**src/sv/bpu_pkg.sv**
```systemverilog
// ----------------------------------------------------------------------------
// bpu_pkg
// Shared types, codes and constants of the BMP pixel unpacker.
// ----------------------------------------------------------------------------
package bpu_pkg;

  // palette storage
  localparam int PALETTE_DEPTH = 256;
  localparam int PAL_AW        = $clog2(PALETTE_DEPTH);

  // configuration register indexes
  localparam int CFG_IDX_W = 3;
  typedef enum logic [CFG_IDX_W-1:0] {
    REG_PIXEL_FORMAT  = 3'd0,
    REG_RED_MASK      = 3'd1,
    REG_GREEN_MASK    = 3'd2,
    REG_BLUE_MASK     = 3'd3,
    REG_ALPHA_MASK    = 3'd4,
    REG_PALETTE_COUNT = 3'd5
  } reg_idx_t;

  // pixel formats
  typedef enum logic [1:0] {
    FMT_PALETTE8 = 2'd0,
    FMT_MASK16   = 2'd1,
    FMT_BGR24    = 2'd2,
    FMT_MASK32   = 2'd3
  } fmt_t;

  // result status codes
  typedef enum logic [1:0] {
    ST_OK        = 2'd0,
    ST_PAL_RANGE = 2'd1,
    ST_BAD_MASK  = 2'd2
  } status_t;

  // input item modes
  localparam logic MODE_PAL_WRITE = 1'b0;
  localparam logic MODE_CONVERT   = 1'b1;

  // reset values of the configuration registers
  localparam logic [31:0] RED_MASK_RST   = 32'h00ff_0000;
  localparam logic [31:0] GREEN_MASK_RST = 32'h0000_ff00;
  localparam logic [31:0] BLUE_MASK_RST  = 32'h0000_00ff;
  localparam logic [31:0] ALPHA_MASK_RST = 32'h0000_0000;
  localparam logic [8:0]  PAL_COUNT_RST  = 9'd256;
  localparam logic [7:0]  OPAQUE         = 8'hff;

  // decoded channel mask: contiguous flag, lowest bit and run length
  typedef struct packed {
    logic       ok;
    logic [4:0] pos;
    logic [5:0] len;
  } mask_info_t;

  // channel byte source in the last stage
  typedef enum logic {
    SEL_DIRECT = 1'b0,
    SEL_WIDEN  = 1'b1
  } chan_sel_t;

  // reciprocals for (x / (2^len - 1)), exact for x below 2^15
  localparam int RECIP_SHIFT = 24;
  localparam int RECIP_W     = RECIP_SHIFT + 1;
  localparam longint RECIP_ONE = 64'd1 << RECIP_SHIFT;
  localparam logic [RECIP_W-1:0] RECIP_L1 = RECIP_W'(RECIP_ONE);
  localparam logic [RECIP_W-1:0] RECIP_L2 = RECIP_W'((RECIP_ONE + 2) / 3);
  localparam logic [RECIP_W-1:0] RECIP_L3 = RECIP_W'((RECIP_ONE + 6) / 7);
  localparam logic [RECIP_W-1:0] RECIP_L4 = RECIP_W'((RECIP_ONE + 14) / 15);
  localparam logic [RECIP_W-1:0] RECIP_L5 = RECIP_W'((RECIP_ONE + 30) / 31);
  localparam logic [RECIP_W-1:0] RECIP_L6 = RECIP_W'((RECIP_ONE + 62) / 63);
  localparam logic [RECIP_W-1:0] RECIP_L7 = RECIP_W'((RECIP_ONE + 126) / 127);

  // reciprocal of the channel maximum for a run of 1 to 7 bits
  function automatic logic [RECIP_W-1:0] widen_recip(input logic [2:0] len);
    logic [RECIP_W-1:0] r;
    unique case (len)
      3'd1:    r = RECIP_L1;
      3'd2:    r = RECIP_L2;
      3'd3:    r = RECIP_L3;
      3'd4:    r = RECIP_L4;
      3'd5:    r = RECIP_L5;
      3'd6:    r = RECIP_L6;
      3'd7:    r = RECIP_L7;
      default: r = '0;
    endcase
    return r;
  endfunction

endpackage

```
**src/sv/bpu_mask_dec.sv**
```systemverilog
// ----------------------------------------------------------------------------
// bpu_mask_dec
// Checks that a channel mask is one run of bits and finds its position and
// length.
// ----------------------------------------------------------------------------
module bpu_mask_dec
  import bpu_pkg::*;
(
  input  logic [31:0] mask,
  output mask_info_t  info
);

  logic [31:0] lowbit;
  logic [32:0] above;
  logic [4:0]  pos;
  logic [5:0]  hi;

  // isolate the lowest set bit and carry it through the run
  assign lowbit = mask & (~mask + 32'd1);
  assign above  = {1'b0, mask} + {1'b0, lowbit};

  // encode the one-hot start and end of the run
  always_comb begin
    pos = '0;
    hi  = '0;
    for (int i = 0; i < 32; i++) begin
      pos = pos | (lowbit[i] ? 5'(i) : 5'd0);
    end
    for (int i = 0; i < 33; i++) begin
      hi = hi | (above[i] ? 6'(i) : 6'd0);
    end
  end

  assign info.ok  = (mask != 32'd0) && ((above[31:0] & mask) == 32'd0);
  assign info.pos = pos;
  assign info.len = hi - {1'b0, pos};

endmodule

```
**config.mk**
```make
export PLATFORM = sky130hd
export DESIGN_NAME = bpu_mask_dec
export DESIGN_NICKNAME = d
export VERILOG_FILES = /design/src/sv/bpu_pkg.sv /design/src/sv/bpu_mask_dec.sv
export SDC_FILE = /design/constraint.sdc
export NUM_CORES = 1
export LEC_CHECK = 0
export ABC_AREA = 1
export BUFFER_PORTS_ARGS = -buffer_cell sky130_fd_sc_hd__buf_2
export CORE_ASPECT_RATIO = 2
export CORE_UTILIZATION = 42
export DETAILED_ROUTE_END_ITERATION = 8
export PLACE_DENSITY = 0.61
export SETUP_SLACK_MARGIN = 0.02
export SYNTH_ARGS = -nofsm -noshare
export SYNTH_HDL_FRONTEND = slang
export SYNTH_SLANG_ARGS = --single-unit
```
**constraint.sdc**
```tcl
create_clock -name vclk -period 3.5
set_input_delay 0.35 -clock vclk [all_inputs]
set_output_delay 0.35 -clock vclk [all_outputs]
set_load 0.01 [all_outputs]
```
==> impl_metrics.py, run 1 <==
metrics = {
    "status": {
        "stop_error": "[ERROR GRT-0116] Global routing finished with congestion. Check the congestion regions in the DRC Viewer.",
        "lastStage": "global routing",
        "status": "did not finish",
    },
    "die": {
        "die_y_um": 139,
        "num_rows": 49,
        "initial_core_util_pct": 43.4,
        "io_pins": 44,
        "fp.dieW_um": 70.5,
    },
    "yosys": {
        "ys_top_cells_by_area": "nand2_1 (25%), nor2_1 (13%), inv_1 (12%)",
        "ys_types": 44,
        "yosysTopAreaCell": "nand2_1",
        "syn_avg_cell_area_um2": 4.77,
        "synth_area_um2": 3940,
        "netlist_instances": 826,
        "synthesis.nets": 864,
        "yosysSeqAreaShare_pct": 0,
        "synth_top_area_share_pct": 24.6,
        "yosys_warnings": 0,
    },
    "placement": {
        "dpl_cell_area_um2": 6140,
        "port_buffers": 44,
        "place.gp.congestion": 1.14,
        "pre_cts_ws_ns": -0.532,
        "hpwl_um": 17500,
    },
    "grt": {
        "grt_overflow_total": 6,
        "grt_use_total_pct": 46.2,
        "grt_pass1_wl_um": 34900,
        "grt_max_degree": 9,
        "first_global_vias": 7211,
    },
}
cell usage after synthesis, types with 3 or more instances:
cell type  count
nor2_8         3
nor2_4         9
nor2_1       137
nand2_2       12
a21oi_2        5
o2111ai_1      3
nor2_2        19
nand3_1       91
nand3_2        6
nand4_1       31
o21bai_1       5
o21ai_1        5
nand2_1      258
ha_1           5
o21ai_0       23
xor2_1         7
inv_1        126
inv_2          3
nor3b_1        3
nand2_4        4
a21oi_1       32
nor3_1         8
nor4_1         5
metal layers:
layer	GRT overflow	GRT usage, %
met5	0	0
met4	2	52.6
met3	0	15.3
met2	4	77.4
met1	0	39.2
kinds of logic after synthesis:
kind of cell	after synthesis	synth area share (%)
and+or+nand+nor	593	70.1
xor gates and xnor gates	7	1.56
AOI/OAI and AO/OA	86	12.9
adders and majority gates	6	2.10
buffers and inverters	134	13.3
per-stage QoR:
stage	utilization, %	instances	hold WS, ns
global placement	67.7	1216	1.27
detailed placement	67.7	1216	1.28
floorplan	-	826	0.889
CTS	73.6	1238	1.28
timing repair:
| item | in CTS |
|---|---|
| setup endpoints to repair | 5 |
| pin swaps | 26 |
| gates resized for setup | 104 |
| hold buffers | 0 |
| hold endpoints to repair | 0 |
| gates cloned | 1 |
| buffers inserted | 21 |
==> inputs of run 2 (changes only) <==
- CORE_ASPECT_RATIO: 2 -> unset
- CORE_UTILIZATION: 42 -> 27
- PLACE_DENSITY: 0.61 -> unset
- PLACE_DENSITY_LB_ADDON: unset -> 0.15
- SETUP_SLACK_MARGIN: 0.02 -> unset
- clock period: 3.5 -> 4.55 ns (I/O delays scaled with it)
==> impl_metrics.py, run 2 <==
metrics = {
    "power_and_ir_drop": {
        "power_density_nw_per_um2": 47.9,
        "peakVddDrop_uv": 26.0,
        "p_leak_uw": 0.00249,
        "fin_total_pwr_uw": 223,
    },
    "placement": {
        "dpl_cell_area_um2": 4430,
        "place.gp.congestion": 0.957,
        "hpwl_um": 15600,
        "dp_cells": 1057,
        "port_buffers": 44,
    },
    "grt": {
        "grt_use_total_pct": 23.7,
        "met3_usage_pct": 0.743,
        "grt_overflow_total": 0,
        "grtUsageMet1_pct": 34.0,
        "grt_pass1_wl_um": 27200,
        "first_global_vias": 5002,
        "grt_max_degree": 14,
        "use_met2_pct": 38.1,
        "grt_busiest_layer": "met2",
        "antenna_found_initial": 0,
    },
    "yosys": {
        "ys_top_cells_by_area": "nand2_1 (25%), nor2_1 (13%), inv_1 (12%)",
        "synth_top_family_by_area": "simple AND/OR/NAND/NOR gates",
        "synthSimpleGateAreaFrac_pct": 70.1,
        "netlist_top_cells_count": "nand2_1 (258), nor2_1 (137), inv_1 (126), nand3_1 (91), a21oi_1 (32)",
        "synth_xor_area_share_pct": 1.56,
        "synth.most_common_cell": "nand2_1",
        "synth_top_area_share_pct": 24.6,
        "yosysTopAreaCell": "nand2_1",
        "synth_adder_area_share_pct": 2.10,
        "yosysSeqAreaShare_pct": 0,
        "ys_types": 44,
        "synthesis.nets": 864,
        "yosys_warnings": 0,
        "synth-compound-area-share_pct": 12.9,
        "netlist_instances": 826,
        "synthMuxAreaShare_pct": 0,
        "syn_avg_cell_area_um2": 4.77,
        "synth_area_um2": 3940,
    },
    "critical_path": {
        "cpMostUsedCell": "nand2_1",
        "end_kind": "primary output",
        "worstPathRequired_ns": 4.09,
        "cp_slowest_cell": "ha_1",
        "crit_type": "in2out",
        "cp.arrival_ns": 3.84,
        "critPathMaxFanout": 10,
        "max_stage_delay_ns": 0.28,
        "cp-start-kind": "input port",
    },
    "layout": {
        "area_growth_pct": 18.4,
        "stdcell_area_um2": 4660,
        "drive_gt1_share_pct": 18.5,
        "final_common_cell": "nand2_1",
        "antenna_cells": 0,
        "clockBufferCount": 0,
        "fin_cells": 1068,
        "nets": 928,
        "seqCellArea_um2": 0,
        "multiInputGateArea_um2": 3570,
        "numSequentialCells": 0,
        "layout_common_cells": "nand2_1 (248), inv_1 (126), nor2_1 (123)",
        "fillers": 1662,
    },
    "hold_path": {
        "min_path_type": "in2out",
    },
    "route": {
        "drt_iter0_drc": 506,
        "ant_nets": 0,
        "wl_per_cell_um": 16.7,
        "post_drt_via_cell_ratio": 5.20,
        "wirelength_um": 17800,
        "drt-pass1-iter-count": 7,
        "num_vias": 5555,
        "drc": 0,
    },
    "die": {
        "die_y_um": 123,
        "num_rows": 43,
        "initial_core_util_pct": 28.0,
        "coreArea_um2": 14000,
        "io_pins": 44,
        "dieArea_um2": 15100,
        "fp.dieW_um": 123,
    },
    "cts": {
        "cts_hold_buf": 0,
    },
    "sta": {
        "report.final.slew_viol_count": 0,
        "worst_hold_slack_ns": 1.47,
        "setup_violations": 0,
        "fin_crit_ns": 4.30,
        "finalHoldViolCount": 0,
        "tightest_slew_ns": 1.04,
        "clock.fmax_mhz": 233,
        "finalCritPeriodShare_pct": 94.5,
        "rsz0062_at_grt": "true",
        "slew_headroom_pct": 30.1,
    },
    "job": {
        "drv_cap": 0,
    },
    "status": {
        "status": "finished, final reports clean",
    },
}
==> run 2: area by class of cell <==
| cell class | instances | area share [%] |
|---|---|---|
| well taps | 180 | 4.83 |
| multi-input cells | 694 | 76.6 |
| inverters | 130 | 10.5 |
| repair buffers | 64 | 8.08 |
==> run 2: where the power goes <==
group,internal [uW],switching [uW],total (uW)
Combinational,65.4,158,223
Sequential,0,0,0
Clock,0,0,0
==> run 2: timing repair <==
action | CTS | global route
setup endpoints to repair | 0 | 4
setup buffers | 0 | 9
resized for setup | 0 | 43
==> run 2: worst max-delay path: cells and delay by family <==
family	cells	cell delay (ns)
buffers and inverters	3	0.47
xor gates and xnor gates	1	0.14
and+or+nand+nor	17	2.02
AOI/OAI and AO/OA	3	0.46
adders and majority gates	1	0.28
==> run 2: logic make-up after synthesis <==
family | count (synthesis)
and+or+nand+nor | 593
AOI/OAI and AO/OA | 86
buffers and inverters | 134
xor gates and xnor gates | 7
adders and majority gates | 6
==> run 2: worst paths after layout <==
check | start | endpoint | cells after the start
setup / recovery | mask[4] | info[5] | 25
hold / removal | mask[31] | info[5] | 5
==> run 2: through the flow <==
stage	setup TNS, ns	utilization, %	worst slack, ns
2_1_floorplan	0	-	0.853
3_3_place_gp	0	31.5	0.0278
3_5_place_dp	0	31.5	0.0711
4_1_cts	0	31.5	0.0669
5_1_grt	-0.0728	33.2	-0.0728
6_report	0	33.2	0.251
==> run 2: per-layer routing <==
layer	part of all wire, %	vias up
met1	47	2536
met4	3.4	0
met2	45	192
met5	0	-
met3	5.1	32
li1	-	2795
(Power assumes the default switching activity.)
