`src/sv/bpu_pkg.sv`:
```
// ----------------------------------------------------------------------------
// bpu_pkg
// Shared types, codes and constants of the BMP pixel unpacker.
// ----------------------------------------------------------------------------
package bpu_pkg;

  // palette storage
  localparam int PALETTE_DEPTH = 256;
  localparam int PAL_AW        = $clog2(PALETTE_DEPTH);

  // configuration register indexes
  localparam int CFG_IDX_W = 3;
  typedef enum logic [CFG_IDX_W-1:0] {
    REG_PIXEL_FORMAT  = 3'd0,
    REG_RED_MASK      = 3'd1,
    REG_GREEN_MASK    = 3'd2,
    REG_BLUE_MASK     = 3'd3,
    REG_ALPHA_MASK    = 3'd4,
    REG_PALETTE_COUNT = 3'd5
  } reg_idx_t;

  // pixel formats
  typedef enum logic [1:0] {
    FMT_PALETTE8 = 2'd0,
    FMT_MASK16   = 2'd1,
    FMT_BGR24    = 2'd2,
    FMT_MASK32   = 2'd3
  } fmt_t;

  // result status codes
  typedef enum logic [1:0] {
    ST_OK        = 2'd0,
    ST_PAL_RANGE = 2'd1,
    ST_BAD_MASK  = 2'd2
  } status_t;

  // input item modes
  localparam logic MODE_PAL_WRITE = 1'b0;
  localparam logic MODE_CONVERT   = 1'b1;

  // reset values of the configuration registers
  localparam logic [31:0] RED_MASK_RST   = 32'h00ff_0000;
  localparam logic [31:0] GREEN_MASK_RST = 32'h0000_ff00;
  localparam logic [31:0] BLUE_MASK_RST  = 32'h0000_00ff;
  localparam logic [31:0] ALPHA_MASK_RST = 32'h0000_0000;
  localparam logic [8:0]  PAL_COUNT_RST  = 9'd256;
  localparam logic [7:0]  OPAQUE         = 8'hff;

  // decoded channel mask: contiguous flag, lowest bit and run length
  typedef struct packed {
    logic       ok;
    logic [4:0] pos;
    logic [5:0] len;
  } mask_info_t;

  // channel byte source in the last stage
  typedef enum logic {
    SEL_DIRECT = 1'b0,
    SEL_WIDEN  = 1'b1
  } chan_sel_t;

  // reciprocals for (x / (2^len - 1)), exact for x below 2^15
  localparam int RECIP_SHIFT = 24;
  localparam int RECIP_W     = RECIP_SHIFT + 1;
  localparam longint RECIP_ONE = 64'd1 << RECIP_SHIFT;
  localparam logic [RECIP_W-1:0] RECIP_L1 = RECIP_W'(RECIP_ONE);
  localparam logic [RECIP_W-1:0] RECIP_L2 = RECIP_W'((RECIP_ONE + 2) / 3);
  localparam logic [RECIP_W-1:0] RECIP_L3 = RECIP_W'((RECIP_ONE + 6) / 7);
  localparam logic [RECIP_W-1:0] RECIP_L4 = RECIP_W'((RECIP_ONE + 14) / 15);
  localparam logic [RECIP_W-1:0] RECIP_L5 = RECIP_W'((RECIP_ONE + 30) / 31);
  localparam logic [RECIP_W-1:0] RECIP_L6 = RECIP_W'((RECIP_ONE + 62) / 63);
  localparam logic [RECIP_W-1:0] RECIP_L7 = RECIP_W'((RECIP_ONE + 126) / 127);

  // reciprocal of the channel maximum for a run of 1 to 7 bits
  function automatic logic [RECIP_W-1:0] widen_recip(input logic [2:0] len);
    logic [RECIP_W-1:0] r;
    unique case (len)
      3'd1:    r = RECIP_L1;
      3'd2:    r = RECIP_L2;
      3'd3:    r = RECIP_L3;
      3'd4:    r = RECIP_L4;
      3'd5:    r = RECIP_L5;
      3'd6:    r = RECIP_L6;
      3'd7:    r = RECIP_L7;
      default: r = '0;
    endcase
    return r;
  endfunction

endpackage

```
`src/sv/bpu_chan.sv`:
```
// ----------------------------------------------------------------------------
// bpu_chan
// Last two stages of one color channel: truncate, pass or widen the raw
// field to 8 bits, with a forced byte for fixed formats and error cases.
// ----------------------------------------------------------------------------
module bpu_chan
  import bpu_pkg::*;
(
  input  logic        clk,
  input  logic        ld3,
  input  logic        ld4,
  input  logic [31:0] field,
  input  mask_info_t  info,
  input  logic        force_en,
  input  logic [7:0]  force_byte,
  output logic [7:0]  chan_byte
);

  chan_sel_t          sel3;
  logic [7:0]         byte3;
  logic [14:0]        x3;
  logic [RECIP_W-1:0] recip3;

  chan_sel_t          sel_next;
  logic [7:0]         byte_next;
  logic [14:0]        x_next;
  logic [2:0]         lw;
  logic [6:0]         top;
  logic [6:0]         raw;
  logic [4:0]         tshift;
  logic [39:0]        prod;

  // narrow runs: raw * 255 + max / 2, divided by max in the next stage
  assign lw     = info.len[2:0];
  assign top    = 7'(~(7'h7f << lw));
  assign raw    = field[6:0] & top;
  assign tshift = 5'(info.len - 6'd8);
  assign x_next = {raw, 8'h00} - 15'(raw) + 15'(top >> 1);

  // pick the byte source
  always_comb begin
    sel_next  = SEL_DIRECT;
    byte_next = field[7:0];
    if (force_en) begin
      byte_next = force_byte;
    end else if (info.len > 6'd8) begin
      byte_next = 8'(field >> tshift);
    end else if (info.len < 6'd8) begin
      sel_next = SEL_WIDEN;
    end
  end

  // stage 3
  always_ff @(posedge clk) begin
    if (ld3) begin
      sel3   <= sel_next;
      byte3  <= byte_next;
      x3     <= x_next;
      recip3 <= widen_recip(lw);
    end
  end

  // stage 4: reciprocal multiply
  assign prod = 40'(x3) * 40'(recip3);

  always_ff @(posedge clk) begin
    if (ld4) begin
      chan_byte <= (sel3 == SEL_WIDEN) ? prod[RECIP_SHIFT +: 8] : byte3;
    end
  end

endmodule

```
`config.mk`:
```
export PLATFORM = sky130hd
export DESIGN_NAME = bpu_chan
export DESIGN_NICKNAME = d
export VERILOG_FILES = /design/src/sv/bpu_pkg.sv /design/src/sv/bpu_chan.sv
export SDC_FILE = /design/constraint.sdc
export NUM_CORES = 1
export LEC_CHECK = 0
export BUFFER_PORTS_ARGS = -buffer_cell sky130_fd_sc_hd__clkbuf_2
export CORE_MARGIN = 3
export CORE_UTILIZATION = 50
export CTS_BUF_LIST = sky130_fd_sc_hd__clkbuf_4
export DETAILED_ROUTE_END_ITERATION = 8
export HOLD_SLACK_MARGIN = 0.03
export PLACE_DENSITY = 0.74
export SLEW_MARGIN = 15
export SYNTH_ARGS = -nofsm -noshare
export SYNTH_HDL_FRONTEND = slang
export SYNTH_SLANG_ARGS = --single-unit
```
`constraint.sdc`:
```
create_clock -name clk -period 7.98 [get_ports clk]
set_input_delay 0 -clock clk [delete_from_list [all_inputs] [get_ports clk]]
set_output_delay 0 -clock clk [all_outputs]
set_load 0.03 [all_outputs]
```
# --- After elaboration in Yosys (flattened, before gate mapping) ---
# Index checks and enable logic that the tools add are counted.
totals:
  reg_bits: 57
  input_bits: 56
  out_inout_bits: 8
  word_cells: 28
op_classes:
  add_sub_neg: 3
  multipliers: 1
  order_cmp: 2
  eq_ne: 7
  n_shift: 2
  mux: 5
  bitwise: 2
  n_reduce_logical: 1
op_table:
  columns: ["operator", "n"]
  rows:
  - ["case mux 25 bit (7 select lines)", 1]
  - ["multiplier 15 x 25 -> 32 bit", 1]
  - [">> shifter 32 x 5 -> 8 bit", 1]
  - ["two-way mux 8 bit", 3]
  - ["adder 15 x 6 -> 15 bit", 1]
  - ["subtractor 15 x 7 -> 15 bit", 1]
  - ["equality test 3 bit, second input constant", 4]
  - ["AND 7 bit", 1]
  - ["NOT 7 bit", 1]
  - ["left shift 7 x 3 -> 7 bit, first input constant", 1]
  - ["equality test 3 x 2 -> 1 bit, second input constant", 2]
  - ["greater-than comparator 6 x 4 -> 1 bit, second input constant", 1]
  - ["< comparator 6 x 4 -> 1 bit, second input constant", 1]
  - ["subtractor 5 x 4 -> 5 bit, second input constant", 1]
  - ["equality test 3 x 1 -> 1 bit, second input constant", 1]
  - ["OR reduction 2 bit", 1]
  - ["two-way mux 1 bit", 1]

# --- Longest topological paths before layout ---
logic_depth:
  depth_word: 5
  mapped_depth: 22
  mapped_depth_nobuf: 21

# --- Least setup slack after synthesis ---
# OpenSTA, ideal clock, no wires.
synth_path:
  kind: "register -> register"
  from: "reg recip3[20]"
  to: "reg chan_byte[3] (data pin)"
  setup_ns: 0.255
  arrival_ns: 5.831
  t_required_ns: 7.725
  setup_slack_ns: 1.893
  path_stages_with_launch: 20
  path_buffers: 1
  period_less_slack_ns: 6.087
  cell_sequence: "edfxtp_1 -> clkbuf_1 -> nand2_1 -> fa_1 -> fa_1 -> inv_1 -> fa_1 -> fa_1 -> fa_1 -> inv_1 -> fa_1 -> inv_1 -> ha_1 -> and3_4 -> a31oi_4 -> a21oi_1 -> a311o_1 -> o21a_1 -> or4_1 -> a31o_1"
synth_via:
  elab_chain_len: 2
synth_lines:
  columns: ["element", "line_no", "source"]
  rows:
  - ["from (decl)", "bpu_chan.sv:22", "logic [RECIP_W-1:0] recip3;"]
  - ["from (signal assigned)", "bpu_chan.sv:59", "recip3 <= widen_recip(lw);"]
  - ["multiplier 15 x 25 -> 32 bit", "bpu_chan.sv:64", "assign prod = 40'(x3) * 40'(recip3);"]
  - ["two-way mux 8 bit", "bpu_chan.sv:68", "chan_byte <= (sel3 == SEL_WIDEN) ? prod[RECIP_SHIFT +: 8] : byte3;"]
  - ["to (signal assigned)", "bpu_chan.sv:68", null]
  - ["to (decl)", "bpu_chan.sv:16", "output logic [7:0] chan_byte"]
# No other way between the ends.
# A chain may end at the register's enable or synchronous reset.

# --- Worst setup path after layout ---
# Ends and elaborated chain as after synthesis.

==> impl_metrics.env <==
export IMPL_ys_ff_latch=46
export IMPL_grt_total_usage_pct=23.13
export IMPL_rr_worst_depth=18
export IMPL_io_pins=64
export IMPL_path_delay_family="adder cells"
export IMPL_stdcell_area_mm2=0.01263
export IMPL_worst_pin_slew_ps=898.5
export IMPL_route_detailed_drc=0
export IMPL_hp_start="field[2]"
export IMPL_path_buf_inv=3
export IMPL_portBuffers=57
export IMPL_vias_per_cell=5.502
export IMPL_status="finished clean"
export IMPL_cts_tree="yes"
export IMPL_finish_utilization_pct=53.64
export IMPL_gp_congestion=0.9497
export IMPL_syn_area_mm2=0.01202
export IMPL_die_w_um=161.0
export IMPL_crit_top_cell="fa_1"
export IMPL_cpPeakStageDelay_ps=800
export IMPL_max_freq_ghz=0.1492
export IMPL_yosys_warnings=0
export IMPL_synth_cell_type_count=68
export IMPL_finalCritPeriodShare_pct=84.00
export IMPL_setup_viol=0
export IMPL_drt_iter0_drc=467
export IMPL_yosysSeqAreaShare_pct=11.49
export IMPL_hold_path_cell_count=3
export IMPL_finClkSkew_ps=13.93
export IMPL_dpl_instance_area_mm2=0.01249
export IMPL_core_area_mm2=0.02354
export IMPL_start_util_pct=51.05
export IMPL_fin_setup_tns_ps=0
export IMPL_period_minus_slack_ps=6703
export IMPL_arrival_ps=6850
export IMPL_ctsLongestPathBuffers=2
export IMPL_synth_cells=1270
export IMPL_maxCapViolCount=0
export IMPL_grt_overflow_total=0
export IMPL_ff2ff_setup_slack_ps=1280
export IMPL_timing_rr_end="chan_byte[3]"
export IMPL_grt_max_degree=49
export IMPL_syn_to_final_growth_pct=5.081
export IMPL_criticalPathCategory="reg2reg"
export IMPL_reg2reg_from="recip3[20]"
export IMPL_antenna_found_initial=1
export IMPL_cts_buffers=5
export IMPL_htree_levels=2
export IMPL_start_kind="flop"
export IMPL_grt_pass1_wl_um=47640
export IMPL_synth_fp_nets=1654
export IMPL_required_ps=8130
export IMPL_syn_area_per_cell_um2=9.463
export IMPL_drt_wirelength_per_cell_um=17.84
export IMPL_wl_um=28720
export IMPL_die_h_um=161.0
export IMPL_slew_headroom_pct=40.10
export IMPL_finalNetCount=1673
export IMPL_clock_latency_ps=370
export IMPL_cts_sinks=46
export IMPL_rsz0062_at_grt="no"
export IMPL_synth_async_reset_ratio_pct=0
export IMPL_worstHoldPathType="in2reg"
export IMPL_drtPass1Iterations=5
export IMPL_postRouteAntennaNets=0
export IMPL_min_to="x3[10]"
export IMPL_crit_slowest_cell="edfxtp_1"
export IMPL_slew_viol_final=0
export IMPL_endpoint_kind="flop"
export IMPL_path_cells="nand2_1 -> fa_1 -> fa_1 -> inv_1 -> fa_1 -> fa_1 -> fa_1 -> inv_1 -> fa_1 -> inv_1 -> ha_1 -> and3_1 -> o21ai_2 -> a21oi_1 -> a311o_1 -> o21a_1 -> or4_1 -> a31o_1"
export IMPL_synth_edff_count=46
export IMPL_grt_pass1_vias=9468
export IMPL_synth_flop_cell="edfxtp_1"
export IMPL_dp_hpwl_um=24180
export IMPL_dieArea_mm2=0.02593
export IMPL_clkSlewWorstSetupHoldPaths_ps=140
export IMPL_hold_viol_final=0
export IMPL_worstPathMaxFanout=15
export IMPL_vias=8859
export IMPL_rows=56
export IMPL_drive_above_1_share_pct=7.984
export IMPL_cts_root_buf="clkbuf_4"
[how the worst max path moves through the flow]
| stage | start | to | slack, ps | depth (start not counted) |
|---|---|---|---|---|
| 2_1_floorplan | recip3[20] | chan_byte[3] | 1890 | 19 |
| 3_3_place_gp | recip3[20] | chan_byte[3] | 1440 | 18 |
| 3_5_place_dp | recip3[20] | chan_byte[3] | 1370 | 18 |
| 4_1_cts | recip3[20] | chan_byte[3] | 1360 | 18 |
| 5_1_grt | recip3[20] | chan_byte[2] | 1030 | 19 |
| 6_report | recip3[20] | chan_byte[3] | 1280 | 18 |
[logic make-up after synthesis]
logic type | share of synthesized area [%]
buffers and inverters | 11.32
AND/OR/NAND/NOR | 14.56
adder cells (fa/ha/maj) | 46.89
AO/OA/AOI/OAI | 7.017
multiplexers | 6.830
flip-flops | 11.49
XOR/XNOR | 1.895
[tightest hold or removal path, cell delays in order]
cell	delay, ps
clkbuf_2	160
nand2_1	110
xnor2_1	110
[Yosys cell counts (4+ instances only)]
library cell,instances,area [um2]
nor2_1,34,127.6
o311ai_0,4,35.03
inv_1,300,1126
ha_1,124,1551
buf_1,4,15.01
o21ai_0,24,120.1
nand2_1,122,457.9
clkbuf_1,41,153.9
and3_1,4,25.02
mux2i_1,19,190.2
a21oi_1,25,125.1
nor3_1,8,40.04
mux2_2,6,67.56
edfxtp_1,46,1381
a21o_1,13,97.59
buf_2,7,35.03
nand3_1,16,80.08
o21a_1,6,45.04
a211oi_1,7,52.55
xor2_1,10,87.58
mux4_2,25,563.0
and2_1,131,819.5
fa_1,204,4084
nor2b_1,6,37.54
xnor2_1,16,140.1
a31oi_1,4,25.02
[layout by cell type (no fill, tap or decap), drive strengths merged, types with 3 or more instances in the layout]
cell / n
a2111oi: 3
a211oi: 7
a21o: 13
a21oi: 25
a31oi: 5
and2: 131
and3: 5
and4: 3
clkbuf: 62
clkinv: 3
dlygate4sd3: 8
edfxtp: 46
fa: 204
ha: 124
inv: 300
mux2: 6
mux2i: 19
mux4: 25
nand2: 122
nand2b: 3
nand3: 16
nor2: 34
nor2b: 6
nor3: 8
o21a: 6
o21ai: 28
o311ai: 6
o31ai: 3
or3: 3
xnor2: 16
xor2: 10
[repair_timing]
item	in CTS	in global routing
hold buffers	8	0
endpoints found under the setup margin	0	0
endpoints found under the hold margin	15	0
setup buffers	0	0
gates resized for setup	0	0
[routing by layer]
metal / up-vias / wire length [um] / track usage, %
met5: - / 0 / 0
met4: 0 / 913 / 7.039
met3: 57 / 1820 / 2.411
met2: 317 / 14250 / 39.81
met1: 4437 / 11730 / 31.19
li1: 4048 / - / -
[cell type report]
type | instances | area (um2)
Antenna cell | 1 | 2.502
Clock buffer | 5 | 37.54
Clock inverter | 3 | 21.27
Fill cell | 2129 | 10910
Inverter | 301 | 1130
Multi-Input combinational cell | 868 | 9276
Sequential cell | 46 | 1381
Tap cell | 319 | 399.1
Timing Repair Buffer | 67 | 380.4
[metrics by stage]
step	hold slack, ps	worst slack (ps)	std cells
floorplan	112.5	1893	1270
global placement	286.7	1443	1593
detailed placement	287.9	1371	1593
CTS	95.55	1360	1609
global route	116.6	1030	1610
finish	112.0	1277	1610
[registers in the layout, indices dropped and copies added (netlist names)]
signal / cells
chan_byte: 8
x3: 15
recip3: 14
byte3: 8
sel3: 1
Power is left out: the tool's default activity adds up to more than one toggle a clock period on the data nets, which glitch-free logic cannot reach.
